==> src/rtl/servo_bus_packet_receiver_top_defines.svh <==
// assertion macros for the servo bus packet receiver
// expects clk and arst_n in the scope where a macro is used
`ifndef SERVO_BUS_PACKET_RECEIVER_TOP_DEFINES_SVH
`define SERVO_BUS_PACKET_RECEIVER_TOP_DEFINES_SVH

// same-cycle implication, off during reset
`define SBPR_ASSERT_NOW(lbl, ante, cons, msg) \
	lbl: assert property (@(posedge clk) disable iff (!arst_n) (ante) |-> (cons)) \
		else $error(msg);

// next-cycle implication, off during reset
`define SBPR_ASSERT_NEXT(lbl, ante, cons, msg) \
	lbl: assert property (@(posedge clk) disable iff (!arst_n) (ante) |=> (cons)) \
		else $error(msg);

`endif

==> src/rtl/sbpr_pkg.sv <==
// shared types and constants of the servo bus packet receiver
// no dependencies; used by the channel interfaces and the top level
`timescale 1ns / 1ps

package sbpr_pkg;

	typedef logic [7:0] byte_t;
	typedef logic [15:0] tick_t;

	// item operation codes
	typedef enum logic {
		OP_BYTE = 1'b0,
		OP_TICK = 1'b1
	} op_t;

	// result kinds
	typedef enum logic {
		KIND_PARAM = 1'b0,
		KIND_END   = 1'b1
	} kind_t;

	// packet end status codes
	typedef enum logic [1:0] {
		ST_OK       = 2'd0,
		ST_CHECKSUM = 2'd1,
		ST_TIMEOUT  = 2'd2,
		ST_BADLEN   = 2'd3
	} status_t;

	// configuration register indexes
	typedef enum logic {
		REG_DEVICE_ID = 1'b0,
		REG_TIMEOUT   = 1'b1
	} reg_idx_t;

	localparam byte_t HEADER_BYTE  = 8'hFF;
	localparam byte_t BROADCAST_ID = 8'hFE;
	localparam byte_t MIN_LENGTH   = 8'd2;
	localparam tick_t TICK_MAX     = 16'hFFFF;

	localparam byte_t DEVICE_ID_RESET = 8'd1;
	localparam tick_t TIMEOUT_RESET   = 16'd1000;

	localparam int CFG_DATA_W = 16;

endpackage

==> src/rtl/sbpr_channels.sv <==
// valid/ready channel interfaces for the servo bus packet receiver
// depends on sbpr_pkg
`timescale 1ns / 1ps

// received byte or time tick
interface sbpr_item_if;
	logic            valid;
	logic            ready;
	sbpr_pkg::op_t   operation;
	sbpr_pkg::byte_t rx_byte;

	modport source (output valid, output operation, output rx_byte, input ready);
	modport sink (input valid, input operation, input rx_byte, output ready);
endinterface

// parameter byte or packet end report
interface sbpr_result_if;
	logic              valid;
	logic              ready;
	sbpr_pkg::kind_t   result_kind;
	sbpr_pkg::byte_t   packet_id;
	sbpr_pkg::byte_t   instruction;
	sbpr_pkg::byte_t   packet_length;
	sbpr_pkg::byte_t   param_index;
	sbpr_pkg::byte_t   param_byte;
	sbpr_pkg::status_t status;
	logic              last;

	modport source (
		output valid, output result_kind, output packet_id, output instruction,
		output packet_length, output param_index, output param_byte,
		output status, output last, input ready
	);
	modport sink (
		input valid, input result_kind, input packet_id, input instruction,
		input packet_length, input param_index, input param_byte,
		input status, input last, output ready
	);
endinterface

==> src/rtl/servo_bus_packet_receiver_top.sv <==
// servo bus packet receiver: header hunt, id filter, parameter output, checksum check
// depends on sbpr_pkg, sbpr_channels.sv and servo_bus_packet_receiver_top_defines.svh
`timescale 1ns / 1ps
`include "servo_bus_packet_receiver_top_defines.svh"

// Takes one request per cycle on item: either a received byte or one time tick.
// Each accepted request is handled by the frame state machine; its result, if any, sits in
// the result register and is offered on result from the next cycle. item.ready
// is high whenever the result register is empty or is being taken in the same
// cycle, so a stalled sink stops the stream only while a result waits. The
// frame state machine hunts for two 0xFF bytes, keeps packets addressed to
// device_id or broadcast 0xFE, emits each parameter byte with its index and
// ends with one report: ok, checksum error (inverted 8-bit sum of id, length,
// instruction and parameters), timeout (ticks counted after the length byte
// reach timeout_ticks) or bad length (below two). Configuration writes through
// wr_en / wr_index / wr_data take effect at the next cycle and are meant for
// idle periods only; index 0 is device_id (reset 1), index 1 timeout_ticks
// (reset 1000).
module servo_bus_packet_receiver_top (
	input  logic                                clk,
	input  logic                                arst_n,
	input  logic                                wr_en,
	input  sbpr_pkg::reg_idx_t                  wr_index,
	input  logic [sbpr_pkg::CFG_DATA_W-1:0]     wr_data,
	sbpr_item_if.sink                           item,
	sbpr_result_if.source                       result
);

	typedef enum logic [2:0] {
		PH_HUNT,
		PH_ID,
		PH_LEN,
		PH_INSTR,
		PH_PARAM,
		PH_CHECK
	} phase_t;

	// configuration
	sbpr_pkg::byte_t device_id_q;
	sbpr_pkg::tick_t timeout_q;

	// frame state
	phase_t          phase_q, phase_d;
	logic            marker_q, marker_d;
	sbpr_pkg::byte_t id_q, id_d;
	sbpr_pkg::byte_t len_q, len_d;
	sbpr_pkg::byte_t instr_q, instr_d;
	sbpr_pkg::byte_t sum_q, sum_d;
	sbpr_pkg::byte_t count_q, count_d;
	sbpr_pkg::tick_t ticks_q, ticks_d;

	// result register
	logic              res_valid_q;
	sbpr_pkg::kind_t   res_kind_q, res_kind_d;
	sbpr_pkg::byte_t   res_id_q;
	sbpr_pkg::byte_t   res_instr_q;
	sbpr_pkg::byte_t   res_len_q;
	sbpr_pkg::byte_t   res_index_q, res_index_d;
	sbpr_pkg::byte_t   res_byte_q, res_byte_d;
	sbpr_pkg::status_t res_status_q, res_status_d;

	logic            emit;
	logic            take;
	sbpr_pkg::byte_t b;
	sbpr_pkg::tick_t tick_inc;

	// accept whenever the result slot is free or drains this cycle
	assign item.ready = !res_valid_q || result.ready;
	assign take       = item.valid && item.ready;
	assign b          = item.rx_byte;
	assign tick_inc   = (ticks_q != sbpr_pkg::TICK_MAX) ? ticks_q + 16'd1 : ticks_q;

	always_comb begin
		phase_d      = phase_q;
		marker_d     = marker_q;
		id_d         = id_q;
		len_d        = len_q;
		instr_d      = instr_q;
		sum_d        = sum_q;
		count_d      = count_q;
		ticks_d      = ticks_q;
		emit         = 1'b0;
		res_kind_d   = sbpr_pkg::KIND_END;
		res_index_d  = 8'd0;
		res_byte_d   = 8'd0;
		res_status_d = sbpr_pkg::ST_OK;

		if (item.operation == sbpr_pkg::OP_TICK) begin
			// ticks only count once the length byte is in
			if (phase_q == PH_INSTR || phase_q == PH_PARAM || phase_q == PH_CHECK) begin
				ticks_d = tick_inc;
				if (tick_inc >= timeout_q) begin
					emit         = 1'b1;
					res_status_d = sbpr_pkg::ST_TIMEOUT;
					phase_d      = PH_HUNT;
					marker_d     = 1'b0;
				end
			end
		end else begin
			case (phase_q)
				PH_ID: begin
					id_d    = b;
					len_d   = 8'd0;
					instr_d = 8'd0;
					count_d = 8'd0;
					ticks_d = 16'd0;
					sum_d   = b;
					if (b == device_id_q || b == sbpr_pkg::BROADCAST_ID) begin
						phase_d = PH_LEN;
					end else begin
						// foreign id: drop silently
						phase_d  = PH_HUNT;
						marker_d = 1'b0;
					end
				end
				PH_LEN: begin
					len_d   = b;
					sum_d   = sum_q + b;
					ticks_d = 16'd0;
					if (b < sbpr_pkg::MIN_LENGTH) begin
						emit         = 1'b1;
						res_status_d = sbpr_pkg::ST_BADLEN;
						phase_d      = PH_HUNT;
						marker_d     = 1'b0;
					end else begin
						phase_d = PH_INSTR;
					end
				end
				PH_INSTR: begin
					instr_d = b;
					sum_d   = sum_q + b;
					count_d = 8'd0;
					phase_d = (len_q == sbpr_pkg::MIN_LENGTH) ? PH_CHECK : PH_PARAM;
				end
				PH_PARAM: begin
					emit        = 1'b1;
					res_kind_d  = sbpr_pkg::KIND_PARAM;
					res_index_d = count_q;
					res_byte_d  = b;
					sum_d       = sum_q + b;
					count_d     = count_q + 8'd1;
					if ((9'(count_q) + 9'd1 + 9'(sbpr_pkg::MIN_LENGTH)) >= 9'(len_q)) begin
						phase_d = PH_CHECK;
					end
				end
				PH_CHECK: begin
					emit         = 1'b1;
					res_status_d = (b == ~sum_q) ? sbpr_pkg::ST_OK : sbpr_pkg::ST_CHECKSUM;
					phase_d      = PH_HUNT;
					marker_d     = 1'b0;
				end
				default: begin
					// header hunt: two header bytes in a row
					if (b == sbpr_pkg::HEADER_BYTE) begin
						if (marker_q) begin
							marker_d = 1'b0;
							phase_d  = PH_ID;
						end else begin
							marker_d = 1'b1;
						end
					end else begin
						marker_d = 1'b0;
					end
				end
			endcase
		end
	end

	always_ff @(posedge clk or negedge arst_n) begin
		if (!arst_n) begin
			device_id_q  <= sbpr_pkg::DEVICE_ID_RESET;
			timeout_q    <= sbpr_pkg::TIMEOUT_RESET;
			phase_q      <= PH_HUNT;
			marker_q     <= 1'b0;
			id_q         <= 8'd0;
			len_q        <= 8'd0;
			instr_q      <= 8'd0;
			sum_q        <= 8'd0;
			count_q      <= 8'd0;
			ticks_q      <= 16'd0;
			res_valid_q  <= 1'b0;
			res_kind_q   <= sbpr_pkg::KIND_PARAM;
			res_id_q     <= 8'd0;
			res_instr_q  <= 8'd0;
			res_len_q    <= 8'd0;
			res_index_q  <= 8'd0;
			res_byte_q   <= 8'd0;
			res_status_q <= sbpr_pkg::ST_OK;
		end else begin
			if (wr_en) begin
				case (wr_index)
					sbpr_pkg::REG_DEVICE_ID: device_id_q <= wr_data[7:0];
					sbpr_pkg::REG_TIMEOUT:   timeout_q   <= wr_data[15:0];
					default: ;
				endcase
			end

			if (take) begin
				phase_q  <= phase_d;
				marker_q <= marker_d;
				id_q     <= id_d;
				len_q    <= len_d;
				instr_q  <= instr_d;
				sum_q    <= sum_d;
				count_q  <= count_d;
				ticks_q  <= ticks_d;
			end

			// result slot: load on emit, else drain when taken
			if (take && emit) begin
				res_valid_q  <= 1'b1;
				res_kind_q   <= res_kind_d;
				res_id_q     <= id_d;
				res_instr_q  <= instr_d;
				res_len_q    <= len_d;
				res_index_q  <= res_index_d;
				res_byte_q   <= res_byte_d;
				res_status_q <= res_status_d;
			end else if (result.ready) begin
				res_valid_q <= 1'b0;
			end
		end
	end

	assign result.valid         = res_valid_q;
	assign result.result_kind   = res_kind_q;
	assign result.packet_id     = res_id_q;
	assign result.instruction   = res_instr_q;
	assign result.packet_length = res_len_q;
	assign result.param_index   = res_index_q;
	assign result.param_byte    = res_byte_q;
	assign result.status        = res_status_q;
	assign result.last          = (res_kind_q == sbpr_pkg::KIND_END);

	// parameter results carry ok status and sit inside the declared length
	`SBPR_ASSERT_NOW(a_param_shape, result.valid && result.result_kind == sbpr_pkg::KIND_PARAM, result.status == sbpr_pkg::ST_OK && (9'(result.param_index) + 9'(sbpr_pkg::MIN_LENGTH)) < 9'(result.packet_length), "parameter result out of shape")
	// a checksum byte always closes the packet with a report
	`SBPR_ASSERT_NEXT(a_check_ends, take && item.operation == sbpr_pkg::OP_BYTE && phase_q == PH_CHECK, phase_q == PH_HUNT && result.valid && result.last, "checksum byte did not end packet")
	// a bad length report always holds a length below two
	`SBPR_ASSERT_NOW(a_badlen_len, result.valid && result.last && result.status == sbpr_pkg::ST_BADLEN, result.packet_length < sbpr_pkg::MIN_LENGTH, "bad length report with legal length")

endmodule

==> src/flat_wrapper.sv <==
// flat-port wrapper written by rule: the top's interface ports become plain ports
module servo_bus_packet_receiver_top_flat 
  (clk, arst_n, wr_en, wr_index, wr_data, item_valid, item_operation, item_rx_byte, item_ready, result_valid, result_result_kind, result_packet_id, result_instruction, result_packet_length, result_param_index, result_param_byte, result_status, result_last, result_ready);
  sbpr_item_if item_i ();
  sbpr_result_if result_i ();
  input  logic clk;
  input  logic arst_n;
  input  logic wr_en;
  input  sbpr_pkg::reg_idx_t wr_index;
  input  logic [sbpr_pkg::CFG_DATA_W-1:0] wr_data;
  input wire logic [$bits(item_i.valid)-1:0] item_valid;
  input wire logic [$bits(item_i.operation)-1:0] item_operation;
  input wire logic [$bits(item_i.rx_byte)-1:0] item_rx_byte;
  output wire logic [$bits(item_i.ready)-1:0] item_ready;
  output wire logic [$bits(result_i.valid)-1:0] result_valid;
  output wire logic [$bits(result_i.result_kind)-1:0] result_result_kind;
  output wire logic [$bits(result_i.packet_id)-1:0] result_packet_id;
  output wire logic [$bits(result_i.instruction)-1:0] result_instruction;
  output wire logic [$bits(result_i.packet_length)-1:0] result_packet_length;
  output wire logic [$bits(result_i.param_index)-1:0] result_param_index;
  output wire logic [$bits(result_i.param_byte)-1:0] result_param_byte;
  output wire logic [$bits(result_i.status)-1:0] result_status;
  output wire logic [$bits(result_i.last)-1:0] result_last;
  input wire logic [$bits(result_i.ready)-1:0] result_ready;
  assign item_i.valid = item_valid;
  assign item_i.operation = item_operation;
  assign item_i.rx_byte = item_rx_byte;
  assign item_ready = item_i.ready;
  assign result_valid = result_i.valid;
  assign result_result_kind = result_i.result_kind;
  assign result_packet_id = result_i.packet_id;
  assign result_instruction = result_i.instruction;
  assign result_packet_length = result_i.packet_length;
  assign result_param_index = result_i.param_index;
  assign result_param_byte = result_i.param_byte;
  assign result_status = result_i.status;
  assign result_last = result_i.last;
  assign result_i.ready = result_ready;
  servo_bus_packet_receiver_top u_core (.clk(clk), .arst_n(arst_n), .wr_en(wr_en), .wr_index(wr_index), .wr_data(wr_data), .item(item_i), .result(result_i));
endmodule
==> config.mk <==
export PLATFORM = sky130hd
export DESIGN_NAME = servo_bus_packet_receiver_top_flat
export DESIGN_NICKNAME = d
export VERILOG_FILES = /design/src/rtl/sbpr_pkg.sv /design/src/rtl/sbpr_channels.sv /design/src/rtl/servo_bus_packet_receiver_top.sv /design/src/flat_wrapper.sv
export VERILOG_INCLUDE_DIRS = /design/src /design/src/rtl
export SDC_FILE = /design/constraint.sdc
export NUM_CORES = 1
export LEC_CHECK = 0
export ABC_AREA = 1
export BUFFER_PORTS_ARGS = -buffer_cell sky130_fd_sc_hd__buf_2
export CORE_MARGIN = 3
export CORE_UTILIZATION = 35
export CTS_BUF_LIST = sky130_fd_sc_hd__clkbuf_2 sky130_fd_sc_hd__clkbuf_4 sky130_fd_sc_hd__clkbuf_8
export DETAILED_ROUTE_END_ITERATION = 8
export PLACE_DENSITY = 0.51
export SLEW_MARGIN = 10
export SYNTH_ARGS = -nofsm -noshare
export SYNTH_HDL_FRONTEND = slang
export SYNTH_SLANG_ARGS = --single-unit
==> constraint.sdc <==
create_clock -name clk -period 3.9 [get_ports clk]
set_input_delay 0.39 -clock clk [delete_from_list [all_inputs] [get_ports clk]]
set_output_delay 0.39 -clock clk [all_outputs]
set_load 0.01 [all_outputs]
======== Yosys cells after proc, flatten, opt, wreduce, memory -nomap -nowiden ========
Index checks and enable logic that the tools add are counted.
W data, S select, Z words.
cells by class
  add/subtract/negate cells ............... 5
  order comparisons ....................... 3
  equal/unequal tests ..................... 17
  mux-type cells .......................... 49
  bitwise operators ....................... 3
  reductions and logical operators ........ 25
operators by type and width
  operator                 number
  $mux W16                 4
  $mux W8                  8
  $pmux W8 S2              4
  $mux W3                  6
  $mux W1                  17
  $add A16 B1 Y16 const B  1
  $eq A8 B8 Y1             2
  $eq A8 B8 Y1 const B     2
  $ge A16 B16 Y1           1
  $ne A16 B16 Y1 const B   1
  $pmux W3 S5              1
  $reduce_bool A7 Y1       2
  $mux W2                  6
  $reduce_and A6 Y1        2
  $add A8 B1 Y9 const B    1
  $add A9 B2 Y9 const B    1
  $ge A9 B8 Y1             1
  $reduce_and A3 Y1        3
  $add A8 B1 Y8 const B    1
  $add A8 B8 Y8            1
  $eq A8 B2 Y1 const B     1
  $lt A8 B2 Y1 const B     1
  $not A8 Y8               1
  $reduce_bool A2 Y1       4
  other kinds (16)         30
word-level totals
  register bits ........................... 128
  bits of input ports ..................... 31
  output and inout bits ................... 46

======== Depth between registers and ports, before layout ========
  word-level depth ........................ 8
  mapped depth ............................ 24
  mapped depth without buffers ............ 23

======== Worst setup path before layout ========
OpenSTA, ideal clock, no wires.
  path type ............................... reg2reg
  start ................................... reg u_core.ticks_q[0]
  end ..................................... reg u_core.res_byte_q[0], in the netlist u_core.result.param_byte[0]
  library setup time ...................... 0.118 ns
  data arrival time ....................... 2.797 ns
  data required time ...................... 3.782 ns
  path slack .............................. 0.985 ns
  cell stages (with the launch flop) ...... 24
  path buffers ............................ 1
  cell sequence ........................... dfrtp_1 ha_1 nand3_1 nor3_2 nand2_1 nor2_2 nand2_1 nand2_1 xor2_1 inv_1 ha_1 nand2_1 nor2_1 and2_1 nor2_1 nand2_1 nand2_1 nand2_1 nand3_2 nand2_4 inv_4 buf_6 nand2_1 nand2_1
on the way
  word-level cells in the longest chain between the ends .. 7
  elaborated cells on any way between the ends .. 8
  those cells by class .................... add/sub (1); order compare (1); eq/ne (1); mux (4); reduce/logical (1)
RTL lines
  element                                                   RTL line                              source
  start, declared                                           servo_bus_packet_receiver_top.sv:50   sbpr_pkg::tick_t ticks_q, ticks_d;
  start signal, assigned                                    servo_bus_packet_receiver_top.sv:206  ticks_q <= ticks_d;
  $add A16 B1 Y16 / $ne A16 B16 Y1 (equally long branches)  servo_bus_packet_receiver_top.sv:71   assign tick_inc = (ticks_q != sbpr_pkg::TICK_MAX) ? ticks_q + 16'd1 : ticks_q;
  $mux W16 (*)                                              servo_bus_packet_receiver_top.sv:71
  $ge A16 B16 Y1 (*)                                        servo_bus_packet_receiver_top.sv:92   if (tick_inc >= timeout_q) begin
  $mux W1 (*)                                               servo_bus_packet_receiver_top.sv:92
  $mux W1 (*)                                               servo_bus_packet_receiver_top.sv:90   if (phase_q == PH_INSTR || phase_q == PH_PARAM || phase_q == PH_CHECK) begin
  $mux W1 (*)                                               servo_bus_packet_receiver_top.sv:88   if (item.operation == sbpr_pkg::OP_TICK) begin
  $logic_and A1 B1 Y1 (*)                                   servo_bus_packet_receiver_top.sv:210  if (take && emit) begin
  end signal, assigned                                      servo_bus_packet_receiver_top.sv:217  res_byte_q <= res_byte_d;
  end, declared                                             servo_bus_packet_receiver_top.sv:59   sbpr_pkg::byte_t res_byte_q, res_byte_d;
Every way passes the cells marked *; elsewhere a longest branch is shown, timed or not.
A chain may end at the register's enable or synchronous reset.

======== Worst setup path after layout ========
  start ................................... reg u_core.ticks_q[1]
  end ..................................... reg u_core.res_index_q[0], in the netlist u_core.result.param_index[0]
on the way
  word-level cells in the longest chain between the ends .. 7
  elaborated cells on any way between the ends .. 8
  those cells by class .................... add/sub (1); order compare (1); eq/ne (1); mux (4); reduce/logical (1)
RTL lines
  element                                                   RTL line                              source
  $add A16 B1 Y16 / $ne A16 B16 Y1 (equally long branches)  servo_bus_packet_receiver_top.sv:71
  $mux W16 (*)                                              servo_bus_packet_receiver_top.sv:71
  $ge A16 B16 Y1 (*)                                        servo_bus_packet_receiver_top.sv:92
  $mux W1 (*)                                               servo_bus_packet_receiver_top.sv:92
  $mux W1 (*)                                               servo_bus_packet_receiver_top.sv:90
  $mux W1 (*)                                               servo_bus_packet_receiver_top.sv:88
  $logic_and A1 B1 Y1 (*)                                   servo_bus_packet_receiver_top.sv:210
  end signal, assigned                                      servo_bus_packet_receiver_top.sv:216  res_index_q <= res_index_d;
  end, declared                                             servo_bus_packet_receiver_top.sv:58   sbpr_pkg::byte_t res_index_q, res_index_d;
Marks and branches as above.

==> metrics <==
outcome=complete, no violations; Worst path slowest cell=dfrtp_1; antenna violations before repair=0; clock latency on the worst-skew pair=0.46 ns; Nets=1077; Post-synth top flop=dfrtp_1; ys async rst share=1.000; VDD IR max=0.2320 mV; Slew @ Worst Pin=0.9768 ns; Placed Cells=1256; Placer Congestion=0.8506; met1 Usage GRT=0.2447; worst reg2reg path depth=22; Relative slew margins=0.3472; most used routing layer=met2; Finished Layout Cells=1288; Synth top area share=0.4183; Worst Hold Class=primary input to asynchronous set/reset pin; Syn Area/Cell=7.759 um2; crit end category=flip-flop; Yosys top cell by area=dfrtp_1; met3 GRT Util=0.03998; Final setup viols=0; GRT overflow=0; synth unique cells=43; I/O Buffers=76; drt pass-1 iters=5; # clock sinks=128; Vias per Instance=4.710; Initial Utilization=0.3636; setup TNS=0 ns; vias in the first global route=5910; #FFs+latches synth=128; power per cell area=469.8 nW/um2; Die Height=149.8 um; Post-synth EDFFs=0; CTS tree=built; Peak Freq=286.8 MHz; max-slew violation count=0; worst-path cell chain=ha_1 -> nand3_1 -> nor3_2 -> nand2_1 -> nor2_2 -> nand2_2 -> nand2_1 -> xor2_1 -> inv_1 -> ha_1 -> nand2_1 -> nor2_1 -> and2_1 -> nor2_1 -> nand2_1 -> nand2_1 -> nand2_1 -> nand3_2 -> nand2_8 -> buf_6 -> nand3_1 -> nand2_1; register area share after synthesis=0.4437; Synth Warn #=0; CP Launch Type=flip-flop; Post-DP HPWL=13.56 mm; fillers=2106; Clock Pin Slew Worst Setup and Hold Paths=0.08 ns; overall die width=149.8 um; clk root buf=clkbuf_8; unrepaired setup endpoints after global routing=no; Worst path depth=22; max-cap check violation count=0; synthesized area=7239 um2; Site Rows=51; dominant cells by area after synthesis=dfrtp_1, nand2_1, inv_1; Overall Power=0.003883 W; slowest stage delay, CP=0.43 ns; Crit path top cell by count=nand2_1; antenna-violating nets left=0; clock buffer depth=2; worst path buffer plus inverter count=2; syn nets=1000; met2 Track Usage GR=0.2798; largest net degree at the start of global routing=62; Ports=77; WHS=0.03914 ns; WP data required=4.29 ns; Final Hold Viols=0; routed len/inst=14.50 um; total track usage=0.1754; core area=19910 um2; CTS Buf Count=17; Tmin final=3.487 ns; Area Overhead vs Synth=14.17%; final wirelength=18.67 mm; drc violations=0; CP arrival=3.88 ns; Vias=6066; CP delay by family, top=simple AND/OR/NAND/NOR gates; critical path class=flip-flop to flip-flop; ratio of cells with drive above 1 in the final layout=0.1486; crit share post-route=0.8941; first-pass GRT wire length=30.99 mm; post-CTS setup buffers=0; CP max FO=25; H-tree levels=4; initial DRC count=338; skew final=0.01868 ns; Leakage=4.452 nW; n_diodes=0; Synth Instances=933; Die ar.=22450 um2
[cells in the mapped netlist (6+ instances only)]
master	n
inv_1	119
dfstp_2	7
xnor2_1	7
ha_1	35
clkbuf_1	6
nor3_1	7
o21ai_0	69
xor2_1	19
nand3_1	43
dfrtp_1	121
nor2_1	41
a21oi_1	41
o22ai_1	19
nand2_1	333
[logic make-up after synthesis]
group,count (synthesis),synth area share
AO/OA/AOI/OAI,139,0.1056
XOR/XNOR,26,0.03146
adder cells (fa/ha/maj),36,0.06326
buffers and inverters,148,0.08866
flip-flops,128,0.4437
AND/OR/NAND/NOR,456,0.2674
[final timing paths]
path	start	end	slack, ns
setup / recovery	u_core.ticks_q[1]	u_core.result.param_index[0]	0.41
max in group asynchronous	arst_n	u_core.result.param_index[0]	3.02
hold reg to reg	u_core.result.instruction[3]	u_core.result.instruction[3]	0.47
min in group clk	wr_data[8]	u_core.timeout_q[8]	0.17
setup reg to reg	u_core.ticks_q[1]	u_core.result.param_index[0]	0.41
hold / removal	arst_n	u_core.result.instruction[6]	0.04
[cell usage in the layout (no fill, tap or decap), types with 5 or more instances in the layout]
cell      instances
dfrtp_1         121
o22ai_1          19
nand4_1           5
ha_1             35
xnor2_1           7
nand2_1         332
nor2_1           41
nor3_1            7
xor2_1           19
clkbuf_8         18
o21ai_0          69
inv_1           119
dfstp_2           7
nand3_1          43
a21oi_1          40
buf_2            75
inv_6             6
[through the flow]
step	setup slack (ns)	cell area [um2]	utilization
floorplan	0.9847	7239	-
global placement	0.1409	7834	0.3935
detailed placement	0.08220	7834	0.3935
CTS	0.05599	8227	0.4132
global route	0.01341	8265	0.4152
finish	0.4130	8265	0.4152
[layer usage]
layer / up-vias / routed length (um)
met1: 2802 / 9043
li1: 3121 / -
met3: 11 / 945
met5: - / 0
met2: 132 / 8522
met4: 0 / 163
[power by group]
group	total (W)	internal (W)	leakage, nW	switching [W]
registers	0.00164	0.00152	1.69	0.000115
clock network	0.00117	0.000543	0.192	0.000626
logic	0.00107	0.000394	2.57	0.000681
total	0.00388	0.00246	4.45	0.00142
[timing repair]
| action | 4_1_cts | 5_1_grt |
|---|---|---|
| setup endpoints to repair | 0 | 43 |
| hold buffers | 0 | 0 |
| resized for setup | 0 | 8 |
[area by class of cell]
type	instances	area, um2	area share
clock buffers	18	247.7	0.02997
clock inverters	14	145.1	0.01756
inverters	125	476.7	0.05767
multi-input cells	657	3416	0.4133
flip-flops and latches	128	3212	0.3886
well taps	265	331.6	0.04012
repair buffers	81	436.7	0.05283
[flip-flops by register name, summed over array words and instances, names as in the netlist, 2 cells and up]
name                         cells
u_core.result.packet_id          8
u_core.result.param_byte         8
u_core.ticks_q                  16
u_core.result.param_index        8
u_core.result.status             2
u_core.phase_q                   3
u_core.result.packet_length      8
u_core.id_q                      8
u_core.instr_q                   8
u_core.len_q                     8
u_core.count_q                   8
u_core.sum_q                     8
u_core.result.instruction        8
u_core.timeout_q                16
u_core.device_id_q               8
No activity file was read; power rests on OpenSTA's default activity.
